==> config.mk <==
export PLATFORM = sky130hd
export DESIGN_NAME = date_time_field_editor
export DESIGN_NICKNAME = d
export VERILOG_FILES = /design/src/design/dtfe_pkg.sv /design/src/design/dtfe_ctrl.sv /design/src/design/dtfe_datapath.sv /design/src/design/date_time_field_editor.sv
export SDC_FILE = /design/constraint.sdc
export NUM_CORES = 1
export LEC_CHECK = 0
export ABC_AREA = 1
export BUFFER_PORTS_ARGS = -buffer_cell sky130_fd_sc_hd__buf_2
export CAP_MARGIN = 20
export CORE_ASPECT_RATIO = 0.9
export CORE_UTILIZATION = 55
export DETAILED_ROUTE_END_ITERATION = 6
export PLACE_DENSITY = 0.77
export REMOVE_ABC_BUFFERS = 1
export SYNTH_ARGS = -nofsm -noshare
export SYNTH_HDL_FRONTEND = slang
export SYNTH_HIERARCHICAL = 1
export SYNTH_SLANG_ARGS = --single-unit
==> constraint.sdc <==
create_clock -name clk -period 3.2 [get_ports clk]
set_input_delay 0.16 -clock clk [delete_from_list [all_inputs] [get_ports clk]]
set_output_delay 0.16 -clock clk [all_outputs]
set_load 0.02 [all_outputs]
==> src/design/dtfe_pkg.sv <==
// Shared types, codes and constants for the date/time field editor.
package dtfe_pkg;

  // Event codes carried in the func field
  localparam logic [2:0] FUNC_LOAD_TIME  = 3'd0;
  localparam logic [2:0] FUNC_LOAD_ALARM = 3'd1;
  localparam logic [2:0] FUNC_NEXT       = 3'd2;
  localparam logic [2:0] FUNC_RESET      = 3'd3;
  localparam logic [2:0] FUNC_ADJUST     = 3'd4;

  // Field select codes
  localparam logic [2:0] FLD_CORR    = 3'd0;
  localparam logic [2:0] FLD_YEAR    = 3'd1;
  localparam logic [2:0] FLD_MONTH   = 3'd2;
  localparam logic [2:0] FLD_DAY     = 3'd3;
  localparam logic [2:0] FLD_HOURS   = 3'd4;
  localparam logic [2:0] FLD_MINUTES = 3'd5;

  // Value limits
  localparam logic [11:0]       YEAR_DEFAULT = 12'd2026;
  localparam logic [11:0]       YEAR_LOW     = 12'd2000;
  localparam int                YEAR_SPAN    = 100;
  localparam int                LEAP_CYCLE   = 400;
  localparam int                MONTHS       = 12;
  localparam int                HOURS_MOD    = 24;
  localparam int                MINUTES_MOD  = 60;
  localparam logic signed [8:0] CORR_MAX     = 9'sd99;
  localparam logic signed [8:0] CORR_MIN     = -9'sd99;

  // Modulo reducer sizing: value register, modulus and shift-subtract steps
  localparam int RED_W     = 15;
  localparam int MOD_W     = 9;
  localparam int RED_STEPS = 6;
  localparam int STEP_W    = $clog2(RED_STEPS);

  localparam logic [4:0] MONTH_DAYS [MONTHS] = '{
    5'd31, 5'd28, 5'd31, 5'd30, 5'd31, 5'd30,
    5'd31, 5'd31, 5'd30, 5'd31, 5'd30, 5'd31
  };

  // Input transaction
  typedef struct packed {
    logic [2:0]        func;
    logic signed [3:0] delta;
    logic [11:0]       load_year;
    logic [3:0]        load_month;
    logic [4:0]        load_day;
    logic [4:0]        load_hours;
    logic [5:0]        load_minutes;
    logic signed [7:0] load_correction;
  } btn_t;

  // Result transaction
  typedef struct packed {
    logic              alarm_mode;
    logic [2:0]        field_sel;
    logic [11:0]       year_out;
    logic [3:0]        month_out;
    logic [4:0]        day_out;
    logic [4:0]        hours_out;
    logic [5:0]        minutes_out;
    logic signed [7:0] correction_out;
  } view_t;

  // Controller to datapath commands
  typedef struct packed {
    logic              cap_item;
    logic              decode;
    logic              fix;
    logic              step;
    logic [STEP_W-1:0] step_k;
    logic              write;
    logic              carry;
    logic              clamp;
    logic              capture;
  } cmd_t;

  // Datapath to controller status
  typedef struct packed {
    logic start_red;
    logic carry_needed;
    logic clamp_needed;
  } status_t;

  // Days in a month; months outside 1..12 count as 31 days
  function automatic logic [4:0] month_len(input logic [3:0] month, input logic leap);
    logic [4:0] len;
    len = 5'd31;
    if (month >= 4'd1 && month <= 4'd12) begin
      len = MONTH_DAYS[4'(month - 4'd1)];
      if (month == 4'd2 && leap) begin
        len = 5'd29;
      end
    end
    return len;
  endfunction

endpackage

==> src/design/dtfe_ctrl.sv <==
// Sequencing controller for the date/time field editor.
module dtfe_ctrl (
  input  logic             clk,
  input  logic             rst,
  input  logic             btn_valid,
  output logic             btn_ready,
  output logic             view_valid,
  input  logic             view_ready,
  output dtfe_pkg::cmd_t   cmd,
  input  dtfe_pkg::status_t status
);
  import dtfe_pkg::*;

  typedef enum logic [2:0] {
    S_IDLE,
    S_DECODE,
    S_FIX,
    S_STEP,
    S_WRITE,
    S_CARRY,
    S_CLAMP,
    S_DONE
  } state_t;

  state_t            state, state_next;
  logic [STEP_W-1:0] step_cnt, step_cnt_next;

  assign btn_ready = (state == S_IDLE);

  // Next state and command decode
  always_comb begin
    state_next    = state;
    step_cnt_next = step_cnt;
    cmd           = '0;
    cmd.step_k    = step_cnt;
    case (state)
      S_IDLE: begin
        if (btn_valid) begin
          cmd.cap_item = 1'b1;
          state_next   = S_DECODE;
        end
      end
      S_DECODE: begin
        cmd.decode = 1'b1;
        state_next = status.start_red ? S_FIX : S_DONE;
      end
      S_FIX: begin
        cmd.fix       = 1'b1;
        step_cnt_next = STEP_W'(RED_STEPS - 1);
        state_next    = S_STEP;
      end
      S_STEP: begin
        cmd.step = 1'b1;
        if (step_cnt == '0) begin
          state_next = S_WRITE;
        end else begin
          step_cnt_next = step_cnt - 1'b1;
        end
      end
      S_WRITE: begin
        cmd.write = 1'b1;
        if (status.carry_needed) begin
          state_next = S_CARRY;
        end else if (status.clamp_needed) begin
          state_next = S_CLAMP;
        end else begin
          state_next = S_DONE;
        end
      end
      S_CARRY: begin
        cmd.carry  = 1'b1;
        state_next = S_FIX;
      end
      S_CLAMP: begin
        cmd.clamp  = 1'b1;
        state_next = S_DONE;
      end
      S_DONE: begin
        // Hold until the output register is free
        if (!view_valid || view_ready) begin
          cmd.capture = 1'b1;
          state_next  = S_IDLE;
        end
      end
      default: begin
        state_next = S_IDLE;
      end
    endcase
  end

  // State, step counter and result valid
  always_ff @(posedge clk) begin
    if (rst) begin
      state      <= S_IDLE;
      step_cnt   <= '0;
      view_valid <= 1'b0;
    end else begin
      state    <= state_next;
      step_cnt <= step_cnt_next;
      if (cmd.capture) begin
        view_valid <= 1'b1;
      end else if (view_ready) begin
        view_valid <= 1'b0;
      end
    end
  end

endmodule

==> src/design/dtfe_datapath.sv <==
// Field registers, modulo reducer and result register of the date/time field editor.
module dtfe_datapath (
  input  logic               clk,
  input  logic               rst,
  input  dtfe_pkg::cmd_t     cmd,
  output dtfe_pkg::status_t  status,
  input  dtfe_pkg::btn_t     btn,
  output dtfe_pkg::view_t    view
);
  import dtfe_pkg::*;

  typedef enum logic [2:0] {
    TGT_NONE,
    TGT_LEAP,
    TGT_YEAR,
    TGT_MONTH,
    TGT_DAY,
    TGT_HOURS,
    TGT_MINUTES,
    TGT_ALARM_MIN
  } tgt_t;

  // Edit state
  logic              in_alarm_mode;
  logic [2:0]        field_index;
  logic              alarm_min_sel;
  logic [11:0]       year_value;
  logic [3:0]        month_value;
  logic [4:0]        day_value;
  logic [4:0]        hours_value;
  logic [5:0]        minutes_value;
  logic signed [7:0] correction_value;
  logic              leap;

  // Captured transaction and reducer
  btn_t                    item;
  logic signed [RED_W-1:0] red_val;
  logic [MOD_W-1:0]        red_mod;
  tgt_t                    tgt;
  logic                    carry_up;
  logic                    carry_dn;

  tgt_t                    job;
  logic signed [RED_W-1:0] op_val;
  logic [MOD_W-1:0]        op_mod;
  logic signed [RED_W-1:0] dx;
  logic signed [RED_W-1:0] red_cmp;
  logic [MOD_W-1:0]        red_res;
  logic signed [8:0]       corr_sum;
  logic [4:0]              dim;
  logic [4:0]              dim_std;
  logic                    leap_of_res;

  assign dx       = RED_W'(item.delta);
  assign red_cmp  = $signed(RED_W'(red_mod) << cmd.step_k);
  assign red_res  = red_val[MOD_W-1:0];
  assign corr_sum = 9'(correction_value) + 9'(item.delta);
  assign dim      = month_len(month_value, leap);
  assign dim_std  = month_len(month_value, 1'b0);

  // Leap year from the year modulo the 400-year cycle
  assign leap_of_res = (red_res[1:0] == 2'b00) && (red_res != MOD_W'(YEAR_SPAN))
                       && (red_res != MOD_W'(2 * YEAR_SPAN))
                       && (red_res != MOD_W'(3 * YEAR_SPAN));

  // Pick the reduction that the captured transaction needs
  always_comb begin
    job    = TGT_NONE;
    op_val = '0;
    op_mod = '0;
    case (item.func)
      FUNC_LOAD_TIME: job = TGT_LEAP;
      FUNC_ADJUST: begin
        if (in_alarm_mode) begin
          job = alarm_min_sel ? TGT_ALARM_MIN : TGT_HOURS;
        end else begin
          case (field_index)
            FLD_YEAR:    job = TGT_YEAR;
            FLD_MONTH:   job = TGT_MONTH;
            FLD_DAY:     job = TGT_DAY;
            FLD_HOURS:   job = TGT_HOURS;
            FLD_MINUTES: job = TGT_MINUTES;
            default:     job = TGT_NONE;
          endcase
        end
      end
      default: job = TGT_NONE;
    endcase
    case (job)
      TGT_LEAP: begin
        op_val = $signed(RED_W'(item.load_year));
        op_mod = MOD_W'(LEAP_CYCLE);
      end
      TGT_YEAR: begin
        // The 2000 offset is a multiple of the span, so it drops out
        op_val = $signed(RED_W'(year_value)) + dx;
        op_mod = MOD_W'(YEAR_SPAN);
      end
      TGT_MONTH: begin
        op_val = $signed(RED_W'(month_value)) - RED_W'(1) + dx;
        op_mod = MOD_W'(MONTHS);
      end
      TGT_DAY: begin
        op_val = $signed(RED_W'(day_value)) - RED_W'(1) + dx;
        op_mod = MOD_W'(dim);
      end
      TGT_HOURS: begin
        op_val = $signed(RED_W'(hours_value)) + dx;
        op_mod = MOD_W'(HOURS_MOD);
      end
      TGT_MINUTES, TGT_ALARM_MIN: begin
        op_val = $signed(RED_W'(minutes_value)) + dx;
        op_mod = MOD_W'(MINUTES_MOD);
      end
      default: begin
        op_val = '0;
        op_mod = '0;
      end
    endcase
  end

  assign status.start_red    = (job != TGT_NONE);
  assign status.carry_needed = (tgt == TGT_ALARM_MIN) && (carry_up || carry_dn);
  assign status.clamp_needed = (tgt == TGT_YEAR) || (tgt == TGT_MONTH);

  // Edit state registers
  always_ff @(posedge clk) begin
    if (rst) begin
      in_alarm_mode    <= 1'b0;
      field_index      <= FLD_CORR;
      alarm_min_sel    <= 1'b0;
      year_value       <= YEAR_DEFAULT;
      month_value      <= 4'd1;
      day_value        <= 5'd1;
      hours_value      <= '0;
      minutes_value    <= '0;
      correction_value <= '0;
      leap             <= 1'b0;
      tgt              <= TGT_NONE;
      carry_up         <= 1'b0;
      carry_dn         <= 1'b0;
    end else begin
      // Edits made in the decode state
      if (cmd.decode) begin
        case (item.func)
          FUNC_LOAD_TIME: begin
            in_alarm_mode    <= 1'b0;
            field_index      <= FLD_CORR;
            correction_value <= item.load_correction;
            year_value       <= item.load_year;
            month_value      <= item.load_month;
            day_value        <= item.load_day;
            hours_value      <= item.load_hours;
            minutes_value    <= item.load_minutes;
          end
          FUNC_LOAD_ALARM: begin
            in_alarm_mode <= 1'b1;
            alarm_min_sel <= 1'b0;
            hours_value   <= item.load_hours;
            minutes_value <= item.load_minutes;
          end
          FUNC_NEXT: begin
            if (in_alarm_mode) begin
              alarm_min_sel <= !alarm_min_sel;
            end else if (field_index == FLD_MINUTES) begin
              field_index <= FLD_CORR;
            end else begin
              field_index <= field_index + 3'd1;
            end
          end
          FUNC_RESET: begin
            if (in_alarm_mode) begin
              if (alarm_min_sel) begin
                minutes_value <= '0;
              end else begin
                hours_value <= '0;
              end
            end else begin
              case (field_index)
                FLD_CORR: correction_value <= '0;
                FLD_YEAR: begin
                  // Default year is not a leap year
                  year_value <= YEAR_DEFAULT;
                  leap       <= 1'b0;
                  if (day_value > dim_std) begin
                    day_value <= dim_std;
                  end
                end
                FLD_MONTH:   month_value   <= 4'd1;
                FLD_DAY:     day_value     <= 5'd1;
                FLD_HOURS:   hours_value   <= '0;
                FLD_MINUTES: minutes_value <= '0;
                default:     correction_value <= correction_value;
              endcase
            end
          end
          FUNC_ADJUST: begin
            // Saturate the correction; other fields go through the reducer
            if (!in_alarm_mode && field_index == FLD_CORR) begin
              if (corr_sum > CORR_MAX) begin
                correction_value <= 8'(CORR_MAX);
              end else if (corr_sum < CORR_MIN) begin
                correction_value <= 8'(CORR_MIN);
              end else begin
                correction_value <= 8'(corr_sum);
              end
            end
          end
          default: begin
            field_index <= field_index;
          end
        endcase
        tgt      <= job;
        carry_dn <= (job == TGT_ALARM_MIN) && (op_val < 0);
        carry_up <= (job == TGT_ALARM_MIN) && (op_val >= RED_W'(MINUTES_MOD));
      end

      // Store the reduced value
      if (cmd.write) begin
        case (tgt)
          TGT_LEAP: leap <= leap_of_res;
          TGT_YEAR: begin
            year_value <= YEAR_LOW + 12'(red_res);
            leap       <= (red_res[1:0] == 2'b00);
          end
          TGT_MONTH:                  month_value   <= 4'(red_res) + 4'd1;
          TGT_DAY:                    day_value     <= 5'(red_res) + 5'd1;
          TGT_HOURS:                  hours_value   <= 5'(red_res);
          TGT_MINUTES, TGT_ALARM_MIN: minutes_value <= 6'(red_res);
          default:                    leap          <= leap;
        endcase
      end

      // Carry an alarm minute wrap into hours
      if (cmd.carry) begin
        tgt      <= TGT_HOURS;
        carry_up <= 1'b0;
        carry_dn <= 1'b0;
      end

      // Clamp the day to the month length
      if (cmd.clamp && day_value > dim) begin
        day_value <= dim;
      end
    end
  end

  // Transaction capture and shift-subtract reducer
  always_ff @(posedge clk) begin
    if (cmd.cap_item) begin
      item <= btn;
    end
    if (cmd.decode) begin
      red_val <= op_val;
      red_mod <= op_mod;
    end else if (cmd.carry) begin
      red_val <= $signed(RED_W'(hours_value)) + (carry_up ? RED_W'(1) : RED_W'(HOURS_MOD - 1));
      red_mod <= MOD_W'(HOURS_MOD);
    end else if (cmd.fix) begin
      if (red_val < 0) begin
        red_val <= red_val + $signed(RED_W'(red_mod));
      end
    end else if (cmd.step) begin
      if (red_val >= red_cmp) begin
        red_val <= red_val - red_cmp;
      end
    end
  end

  // Result register
  always_ff @(posedge clk) begin
    if (cmd.capture) begin
      view.alarm_mode     <= in_alarm_mode;
      view.field_sel      <= in_alarm_mode ? (alarm_min_sel ? FLD_MINUTES : FLD_HOURS)
                                           : field_index;
      view.year_out       <= year_value;
      view.month_out      <= month_value;
      view.day_out        <= day_value;
      view.hours_out      <= hours_value;
      view.minutes_out    <= minutes_value;
      view.correction_out <= correction_value;
    end
  end

endmodule

==> src/design/date_time_field_editor.sv <==
// Top level of the date/time field editor: controller plus datapath.
//
//   channel  signals                          direction  content
//   btn      btn_valid, btn_ready, btn        in         button event and load values
//   view     view_valid, view_ready, view     out        edited fields after each event
//
// Alarm loads, next, reset, spare codes and correction edits go from decode to the result.
// Time loads (leap year pass) and wrapping edits run a reducer pass, then the day clamp
// after a year or month change, or a second pass when an alarm minute wrap carries into
// hours; each reducer pass is a sign fix step followed by the shift-subtract steps.
// Reset puts every field register at its default.
// A new event is taken only while idle; a result not taken holds the next one back.
module date_time_field_editor (
  input  logic             clk,
  input  logic             rst,
  input  logic             btn_valid,
  output logic             btn_ready,
  input  dtfe_pkg::btn_t   btn,
  output logic             view_valid,
  input  logic             view_ready,
  output dtfe_pkg::view_t  view
);
  import dtfe_pkg::*;

  cmd_t    cmd;
  status_t status;

  dtfe_ctrl u_ctrl (
    .clk        (clk),
    .rst        (rst),
    .btn_valid  (btn_valid),
    .btn_ready  (btn_ready),
    .view_valid (view_valid),
    .view_ready (view_ready),
    .cmd        (cmd),
    .status     (status)
  );

  dtfe_datapath u_datapath (
    .clk    (clk),
    .rst    (rst),
    .cmd    (cmd),
    .status (status),
    .btn    (btn),
    .view   (view)
  );

  // Busy after an accepted transaction
  a_busy_after_accept: assert property (@(posedge clk) disable iff (rst)
    btn_valid && btn_ready |=> !btn_ready)
    else $error("input accepted again while an event is in progress");

  // Never overwrite a result that has not been taken
  a_no_overwrite: assert property (@(posedge clk) disable iff (rst)
    cmd.capture |-> (!view_valid || view_ready))
    else $error("result register overwritten before transfer");

  // Alarm mode shows only hours or minutes as selected
  a_alarm_sel: assert property (@(posedge clk) disable iff (rst)
    view_valid && view.alarm_mode |->
      (view.field_sel == FLD_HOURS || view.field_sel == FLD_MINUTES))
    else $error("alarm mode selects a field other than hours or minutes");

  // Reducer work only happens while an event is in progress
  a_reduce_busy: assert property (@(posedge clk) disable iff (rst)
    (cmd.fix || cmd.step || cmd.write) |-> !btn_ready)
    else $error("reducer active while idle");

endmodule
## Yosys cells after proc, flatten, opt, wreduce, memory -nomap -nowiden

Memory sizes are Yosys's and may differ from the RTL's.
Index checks and enable logic that the tools add are counted.
W data, S select, Z words.

- Register bits after elaboration: 173
- Memory bits (read-only): 80
- Input port bits: 51
- Output and inout port bits: 46
- Word-level logic and storage cells: 251
- Memories: 1

- $add $sub $neg: 17
- $lt $le $gt $ge: 11
- Equal/unequal tests: 45
- Shift operators: 1
- Mux-type cells: 97
- Bitwise gates (word level): 1
- Reduce and logical (&&, ||, !) cells: 43

Memories:

| memory | words | bits a word | read ports | clocked after Yosys merged registers in | write ports | RTL line | RTL |
|---|---|---|---|---|---|---|---|
| (name not given) | 16 | 5 | 1 | 0 | 0 | dtfe_pkg.sv:90 | `len = MONTH_DAYS[4'(month - 4'd1)];` |

Operators with widths:

| operator | count |
|---|---|
| $mux W15 | 6 |
| $mux W5 | 18 |
| $pmux W15 S6 | 1 |
| $mux W12 | 5 |
| $pmux W9 S6 | 1 |
| $eq A3 B3 Y1 const B | 15 |
| $mux W8 | 5 |
| $mux W6 | 6 |
| $mux W3 | 11 |
| $eq A3 B2 Y1 const B | 10 |
| $lt A15 B1 Y1 const B | 2 |
| $pmux W5 S2 | 3 |
| $pmux W12 S2 | 1 |
| $pmux W3 S8 | 1 |
| $pmux W8 S3 | 1 |
| $mux W1 | 20 |
| $mux W4 | 5 |
| $mux W9 | 2 |
| $pmux W3 S2 | 3 |
| $add A15 B10 Y15 | 1 |
| $add A6 B15 Y15 | 1 |
| $eq A3 B1 Y1 const B | 5 |
| $ge A15 B15 Y1 | 1 |
| $ge A15 B7 Y1 const B | 1 |
| other kinds (48) | 90 |

## Logic depth before layout (Yosys ltp)

Gate-level depths: netlist of run 1.

- Depth in word-level cells: 15
- Depth in mapped cells: 21
- Gate-level depth less buffers: 20

## By module

The synthesis of run 1 kept the hierarchy.

By module, submodules not included:

| module | instances | cells an instance | area an instance (µm²) | seq. area each (µm²) |
|---|---|---|---|---|
| dtfe_datapath | 1 | 1400 | 11260.8 | 4444.3 |
| dtfe_ctrl | 1 | 75 | 488.0 | 140.1 |

## Worst setup path after synthesis of run 1

No wires, ideal clock.

- Path kind: flip-flop to flip-flop
- Start: register u_ctrl.state[1]
- End: register u_datapath.item (netlist bit u_datapath/dx[0]) (enable)
- Library setup time: 0.451 ns
- Arrival time: 2.619 ns
- Data required time: 2.749 ns
- Setup slack: 0.129 ns
- Cell stages (with the launch flop): 5
- Path buffers: 1
- Clock period less this slack: 3.071 ns
- Path through: dfxtp_1 > buf_6 > nor2_1 > nand2_1 > nor2_1

RTL lines:

| element | RTL line | RTL |
|---|---|---|
| start, declared | dtfe_ctrl.sv:25 | `state_t state, state_next;` |
| start signal, assigned | dtfe_ctrl.sv:98 | `state <= state_next;` |
| end signal, assigned | dtfe_datapath.sv:251 | `item <= btn;` |
| end, declared | dtfe_datapath.sv:36 | `btn_t item;` |

## Final worst setup path of run 1

- Start: register u_datapath.day_value[1]
- End: register u_datapath.red_val[9], data pin

- Word-level cells in the longest chain between the ends: 4

RTL lines:

| element | RTL line | RTL |
|---|---|---|
| start, declared | dtfe_datapath.sv:29 | `logic [4:0] day_value;` |
| start signal, assigned | dtfe_datapath.sv:152 | `day_value <= item.load_day;` |
| start signal, assigned | dtfe_datapath.sv:186 | `day_value <= dim_std;` |
| start signal, assigned | dtfe_datapath.sv:227 | `TGT_DAY: day_value <= 5'(red_res) + 5'd1;` |
| $sub A5 B1 Y6 | dtfe_datapath.sv:104 | `op_val = $signed(RED_W'(day_value)) - RED_W'(1) + dx;` |
| $add A6 B4 Y7 | dtfe_datapath.sv:104 |  |
| $pmux W15 S6 | dtfe_datapath.sv:89 | `case (job)` |
| $mux W15 | dtfe_datapath.sv:253 | `if (cmd.decode) begin` |
| end signal, assigned | dtfe_datapath.sv:254 | `red_val <= op_val;` |
| end signal, assigned | dtfe_datapath.sv:257 | `red_val <= $signed(RED_W'(hours_value)) + (carry_up ? RED_W'(1) : RED_W'(HOURS_MOD - 1));` |
| end signal, assigned | dtfe_datapath.sv:261 | `red_val <= red_val + $signed(RED_W'(red_mod));` |
| end, declared | dtfe_datapath.sv:37 | `logic signed [RED_W-1:0] red_val;` |

No other way between the ends.
A chain may end at the register's enable or synchronous reset.

==> flow_summary.ini, run 1 <==
[sta]
fmax_mhz = 336.8
drv_slew = 0
whs_ns = 0.1029
fin_crit_ns = 2.969
post-route-period-util_pct = 92.78
max-slew-margin-rel_pct = 47.79
setup_violations = 0
clock_skew_ns = 0.01381
hold_viol_final = 0
setup_tns_ns = 0
tightest_slew_ns = 0.7802

[status]
status = completed

[clocking]
clk_path_buf_depth = 2
cts-root-buf = clkbuf_16
clk_pin_slew_ns = 0.07
cts_inserted_buffers = 17
htree_levels = 4
cts.sinks = 172
clock_latency_ns = 0.44
cts_tree = built

[floorplanning]
pin_count = 97
core_region_area_sq_mm = 0.02090
initial_core_util_pct = 56.23
dieArea_sq_mm = 0.02195
die_width_um = 156.1
row_count = 50
die_height_um = 140.7

[yosys]
synth.distinct_cells = 57
synthTopCellsByArea = edfxtp_1, nand2_1, dfxtp_1
yosys.area_share.simple_pct = 24.55
synth.mux.area_fraction_pct = 0.08520
yosys.area.top_type = edfxtp_1
syn_area_sq_mm = 0.01175
ys.flop_type = edfxtp_1
ys_ff_latch = 172
yosys_warnings = 6
yosysMostFrequentCell = nand2_1
seq_area_frac_synth_pct = 39.02
synth_top_family_by_area = simple AND/OR/NAND/NOR gates
synthArstFlopShare_pct = 0
synth-compound-area-share_pct = 14.68
synth_top_area_share_pct = 29.14
synth_edf_count = 114
avgSynthCellArea_sq_um = 7.965
synth_xor_area_share_pct = 2.833
synth_cells = 1475
post_synth_fa_ha_maj_area_fraction_pct = 11.01
synth_common_cells = nand2_1, inv_1, nor2_1

[layout]
n_antenna_cell = 0
fillerInstances = 1808
syn_to_final_growth_pct = 17.15
layout-drive-gt1-share_pct = 13.24
finalNetCount = 1783
fin_util_pct = 65.87

[placement]
routabilityCongestion = 0.9957
dp_hpwl_um = 25610
io_buffer_count = 96

[pwr]
max-vdd-ir-drop_uv = 406.1
p_leak_nw = 6.257
p_per_area_mw_per_mm2 = 746.3

[setup_path]
timing.rr.end = u_datapath/red_val[9]
crit_start = u_datapath/day_value[1]
r2r_slack_ns = 0.23
cp_num_buf_inv = 2
cp_data_required_time_ns = 3.38
crit_chain = inv_1, ha_1, fa_1, nand3b_1, nand2_1, nand2_1, nand2_1, nand2_1, nand4_1, nand2_2, nor2_4, inv_1, nor3_1, o21ai_0
r2r-start = u_datapath/day_value[1]
critPathMaxStageDelay_ns = 0.46
critPathMaxFanout = 6
crit_slowest_cell = dfxtp_1
end_kind = flop
ff2ff_path_depth = 14
cp-start-kind = flop
path_common_cell = nand2_1
worstPathArrival_ns = 3.15
cpLargestDelayFamily = simple AND/OR/NAND/NOR gates
worstSetupPathType = reg -> reg

[drt]
drc = 0
first_pass_iters = 6
ant_nets = 0
drtIter0Drc = 1037
vias_per_cell = 5.782
wl_um = 34460
vias = 11180
routedWlPerCell_um = 17.83

[worst_hold_path]
min_from = view_ready
hold_path_end = u_ctrl/view_valid
hold_depth = 4
min_path_type = in -> reg

[global_routing]
antenna_found_initial = 0
overflow = 0
grt_pass1_vias = 10430
grt_pass1_wl_um = 54250
grtUsageTotal_pct = 31.97
grt_max_degree = 48

[run]
drv_cap = 0
-- worst min-delay path, cell delays in order --
cell and delay (ns):
buf_2 0.08, nor2_1 0.07, inv_1 0.10, a21oi_1 0.08
-- metal layers --
metal  vias up  share of wire [%]  routed length, um  global-route usage [%]
met5         -                  0                  0                       0
met4         0                2.7                920                   9.907
met3        67                8.4               2884                   5.933
met2       519                 45              15360                   50.63
met1      5192                 44              15290                   44.30
li1       5399                  -                  -                       -
-- power breakdown --
group | total (W) | internal [W] | switching [W]
Sequential | 0.00326 | 0.00286 | 0.000394
Clock | 0.00208 | 0.00109 | 0.000992
Combinational | 0.00493 | 0.00179 | 0.00315
Total | 0.0103 | 0.00574 | 0.00453
-- per-stage QoR --
step	setup slack (ns)	total power, W	instance area, sq um	instances
5_1_grt	-0.01833	0.01095	13760	1933
4_1_cts	0.1060	0.01008	13710	1931
2_1_floorplan	-0.07707	0.006495	11580	1445
3_5_place_dp	0.1259	0.007941	12650	1852
6_report	0.2311	0.01027	13760	1933
3_3_place_gp	0.1318	0.007908	12650	1852
-- placed cells by master, fill, tap and decap left out, types with 5 or more instances in the layout --
cell type,netlist,layout
nand4_1,31,31
nor2_4,6,8
nor3_1,25,24
edfxtp_1,114,114
o21bai_1,5,5
buf_2,3,96
nand3_1,109,109
a211oi_1,9,9
nand3_2,5,5
nand3b_1,8,8
xnor2_1,14,14
dfxtp_1,58,57
nor2_2,5,6
o22ai_1,8,8
or2_2,5,5
clkbuf_16,0,18
a21oi_1,98,97
dlygate4sd3_1,0,47
xor2_1,24,24
nand2_2,7,7
o221ai_1,8,8
ha_1,89,88
nand2_4,5,5
inv_2,11,12
a221oi_1,17,17
inv_1,185,183
fa_1,9,9
o21ai_0,94,82
buf_4,5,25
o21ai_1,8,19
nor2_1,117,114
o211ai_1,9,9
a31oi_1,14,14
nand2_1,310,310
-- state kept, by name (all words and copies together) (netlist names), 4 cells and up --
name and flops:
u_datapath/correction_value 8, u_datapath/day_value 5, u_datapath/dx 4, u_datapath/hours_value 5, u_datapath/item 43, u_datapath/minutes_value 6, u_datapath/month_value 4, u_datapath/red_mod 8
u_datapath/red_val 15, u_datapath/view 44, u_datapath/year_value 12
-- cell type report --
type	instances	area, sq um	share of cell area (%)
multi-input cells	1073	6297	45.75
flip-flops and latches	172	4586	33.32
repair buffers	170	1179	8.564
inverters	200	753.2	5.473
clock buffers	19	454.2	3.300
well taps	286	357.8	2.600
clock inverters	13	136.4	0.9909
-- worst max-delay path by stage --
stage	end	slack, ns	depth (start not counted)
2_1_floorplan	u_datapath/year_value[4]	-0.08	9
3_3_place_gp	u_datapath/red_val[9]	0.13	19
3_5_place_dp	u_datapath/red_val[9]	0.13	19
4_1_cts	u_datapath/red_val[9]	0.11	19
5_1_grt	u_datapath/red_val[1]	-0.02	20
6_report	u_datapath/red_val[9]	0.23	14
-- kinds of logic (layout without fill, tap and decap cells) --
group	Yosys count	count (layout)
buf+inv	230	402
simple gates	643	643
compound gates	293	293
mux	1	1
xor+xnor	38	38
fa+ha+maj	98	98
flops	172	172
-- repair_timing --
action / in CTS / in global routing
hold endpoints to repair: 47 / 0
setup endpoints to repair: 0 / 20
gates resized for setup: 0 / 23
setup buffers: 0 / 2
hold buffers: 47 / 0
Note: power is estimated with default switching activity, not from simulation.
==> run 2, diff against run 1 <==
--- a/config.mk
+++ b/config.mk
@@ -8,10 +8,12 @@
 export ABC_AREA = 1
 export BUFFER_PORTS_ARGS = -buffer_cell sky130_fd_sc_hd__buf_2
 export CAP_MARGIN = 20
+export CELL_PAD_IN_SITES_DETAIL_PLACEMENT = 0
+export CELL_PAD_IN_SITES_GLOBAL_PLACEMENT = 1
 export CORE_ASPECT_RATIO = 0.9
-export CORE_UTILIZATION = 55
+export CORE_UTILIZATION = 41
 export DETAILED_ROUTE_END_ITERATION = 6
-export PLACE_DENSITY = 0.77
+export PLACE_DENSITY_LB_ADDON = 0.1
 export REMOVE_ABC_BUFFERS = 1
 export SYNTH_ARGS = -nofsm -noshare
 export SYNTH_HDL_FRONTEND = slang
==> run 2 against run 1 <==
  * Sequential cell count unchanged
  * Clock skew down 0.0031 ns
  * Sequential share of layout area down 0.73 points
  * Maximum frequency down 1.0%
  * Design area up 2.3%
  * Global-route usage down 6.0 points
  * Critical path type unchanged
  * Critical endpoint unchanged
  * Largest cell class unchanged
==> flow_summary.ini, run 2 (synthesis gave the netlist of run 1 again) <==
[status]
status = completed

[layout]
regMostFlops = u_datapath/view
fillerInstances = 2750
layout_common_cells = nand2_1, inv_1, nor2_1, edfxtp_1, nand3_1
finish.instance_area_sq_mm = 0.01408
fin_cells = 2025
multi_input_area_sq_mm = 0.006330
layout-drive-gt1-share_pct = 14.53
top_regs = u_datapath/view (44), u_datapath/item (43), u_datapath/red_val (15)
finalNetCount = 1801
syn_to_final_growth_pct = 19.83
ff_latch_area_sq_mm = 0.004588
largest_register_ff_count = 44
n_antenna_cell = 0
mostFrequentLayoutCell = nand2_1

[pwr]
p_leak_nw = 6.378
max-vdd-ir-drop_uv = 377.9
total_power_w = 0.01073
p_per_area_mw_per_mm2 = 762.1

[worst_hold_path]
min_path_type = in -> reg

[setup_path]
cpLargestDelayFamily = simple AND/OR/NAND/NOR gates
end_kind = flop
worstPathArrival_ns = 3.16
crit_start = u_datapath/red_mod[7]
path_common_cell = nand2_1
critPathMaxFanout = 7
r2r_slack_ns = 0.20
cp.depth = 17
worstSetupPathType = reg -> reg
crit_slowest_cell = edfxtp_1
cp-start-kind = flop
critPathMaxStageDelay_ns = 0.53
cp_num_buf_inv = 2
cp_data_required_time_ns = 3.36
timing.rr.end = u_datapath/red_val[9]
r2r-start = u_datapath/red_mod[7]
endpoint = u_datapath/red_val[9]
ff2ff_path_depth = 17
crit_chain = mux2i_1, nand2_1, o21ai_0, nand2_1, o21ai_0, ha_1, nand2_1, nor2_2, nand3_1, nand3_2, nand3_1, nand2_1, nand2_1, a22oi_2, o221ai_2, inv_2, clkbuf_16

[sta]
hold_viol_final = 0
clock_skew_ns = 0.01068
max-slew-margin-rel_pct = 51.08
setup_violations = 0
fin_crit_ns = 2.999
drv_slew = 0
post-route-period-util_pct = 93.73
fmax_mhz = 333.4
tightest_slew_ns = 0.7311

[global_routing]
grt_pass1_wl_um = 57880
antenna_found_initial = 0
grt_pass1_vias = 10220
overflow = 0
grtUsageTotal_pct = 25.94
grt_max_degree = 45

[drt]
wl_um = 37370
drc = 0
routedWlPerCell_um = 18.46
vias_per_cell = 5.358
vias = 10850
drtIter0Drc = 714
first_pass_iters = 5
ant_nets = 0

[floorplanning]
core_region_area_sq_mm = 0.02808
dieArea_sq_mm = 0.02934
row_count = 58
die_height_um = 162.6
die_width_um = 180.4
pin_count = 97
initial_core_util_pct = 41.83

[clocking]
cts_inserted_buffers = 17
clock_latency_ns = 0.44
htree_levels = 4
clk_pin_slew_ns = 0.07
clk_path_buf_depth = 2
cts_tree = built
cts-root-buf = clkbuf_16
cts.sinks = 172

[placement]
dp_hpwl_um = 28640
placed_area_sq_mm = 0.01283
dp.cells = 1936
routabilityCongestion = 0.9033
io_buffer_count = 96

[run]
drv_cap = 0
## run 2: worst min-delay path by stage
stage	start	endpoint	slack, ns	cells after the start
2_1_floorplan	rst	u_ctrl/step_cnt[2]	0.23	1
3_3_place_gp	btn[4]	u_datapath/item[4]	0.34	1
3_5_place_dp	btn[4]	u_datapath/item[4]	0.34	1
4_1_cts	view_ready	u_ctrl/view_valid	0.07	4
5_1_grt	view_ready	u_ctrl/view_valid	0.11	4
6_report	view_ready	u_ctrl/view_valid	0.09	4
## run 2: repair_timing
action,in CTS,in global routing
resized for setup,0,25
hold buffers,47,0
hold endpoints to repair,47,0
setup endpoints to repair,0,23
setup buffers,0,9
## run 2: stage by stage
| stage | setup WS [ns] | util (%) | hold WS, ns | TNS, ns |
|---|---|---|---|---|
| floorplan | -0.07707 | - | 0.2291 | -0.4034 |
| global placement | 0.06857 | 45.69 | 0.3364 | 0 |
| detailed placement | 0.04840 | 45.69 | 0.3381 | 0 |
| CTS | 0.02183 | 49.55 | 0.07192 | 0 |
| global route | -0.01430 | 50.13 | 0.1125 | -0.1133 |
| finish | 0.2006 | 50.13 | 0.08523 | 0 |
## run 2: metal layers
metal	wire (um)	GRT usage (%)	vias up	share of wire, %
li1	-	-	5437	-
met1	18930	37.96	5059	51
met2	15560	38.69	321	42
met3	2319	5.635	32	6.2
met4	563	6.177	0	1.5
met5	0	0	-	0
## run 2: where the power goes
part / total [W] / leakage [nW] / switching [W] / internal [W]
Combinational: 0.00523 / 4.54 / 0.00331 / 0.00192
Sequential: 0.00329 / 1.53 / 0.000429 / 0.00287
Clock: 0.00221 / 0.308 / 0.000967 / 0.00124
## run 2: cell type report
class | instances | share of cell area, %
Multi-Input combinational cell | 1073 | 44.96
Sequential cell | 172 | 32.59
Timing Repair Buffer | 188 | 9.545
Inverter | 200 | 5.332
Clock buffer | 19 | 3.297
Tap cell | 360 | 3.199
Clock inverter | 13 | 1.075
## run 2: worst min-delay path, stage by stage
cell	delay [ns]
buf_2	0.08
nor2_1	0.06
inv_1	0.10
a21oi_1	0.08
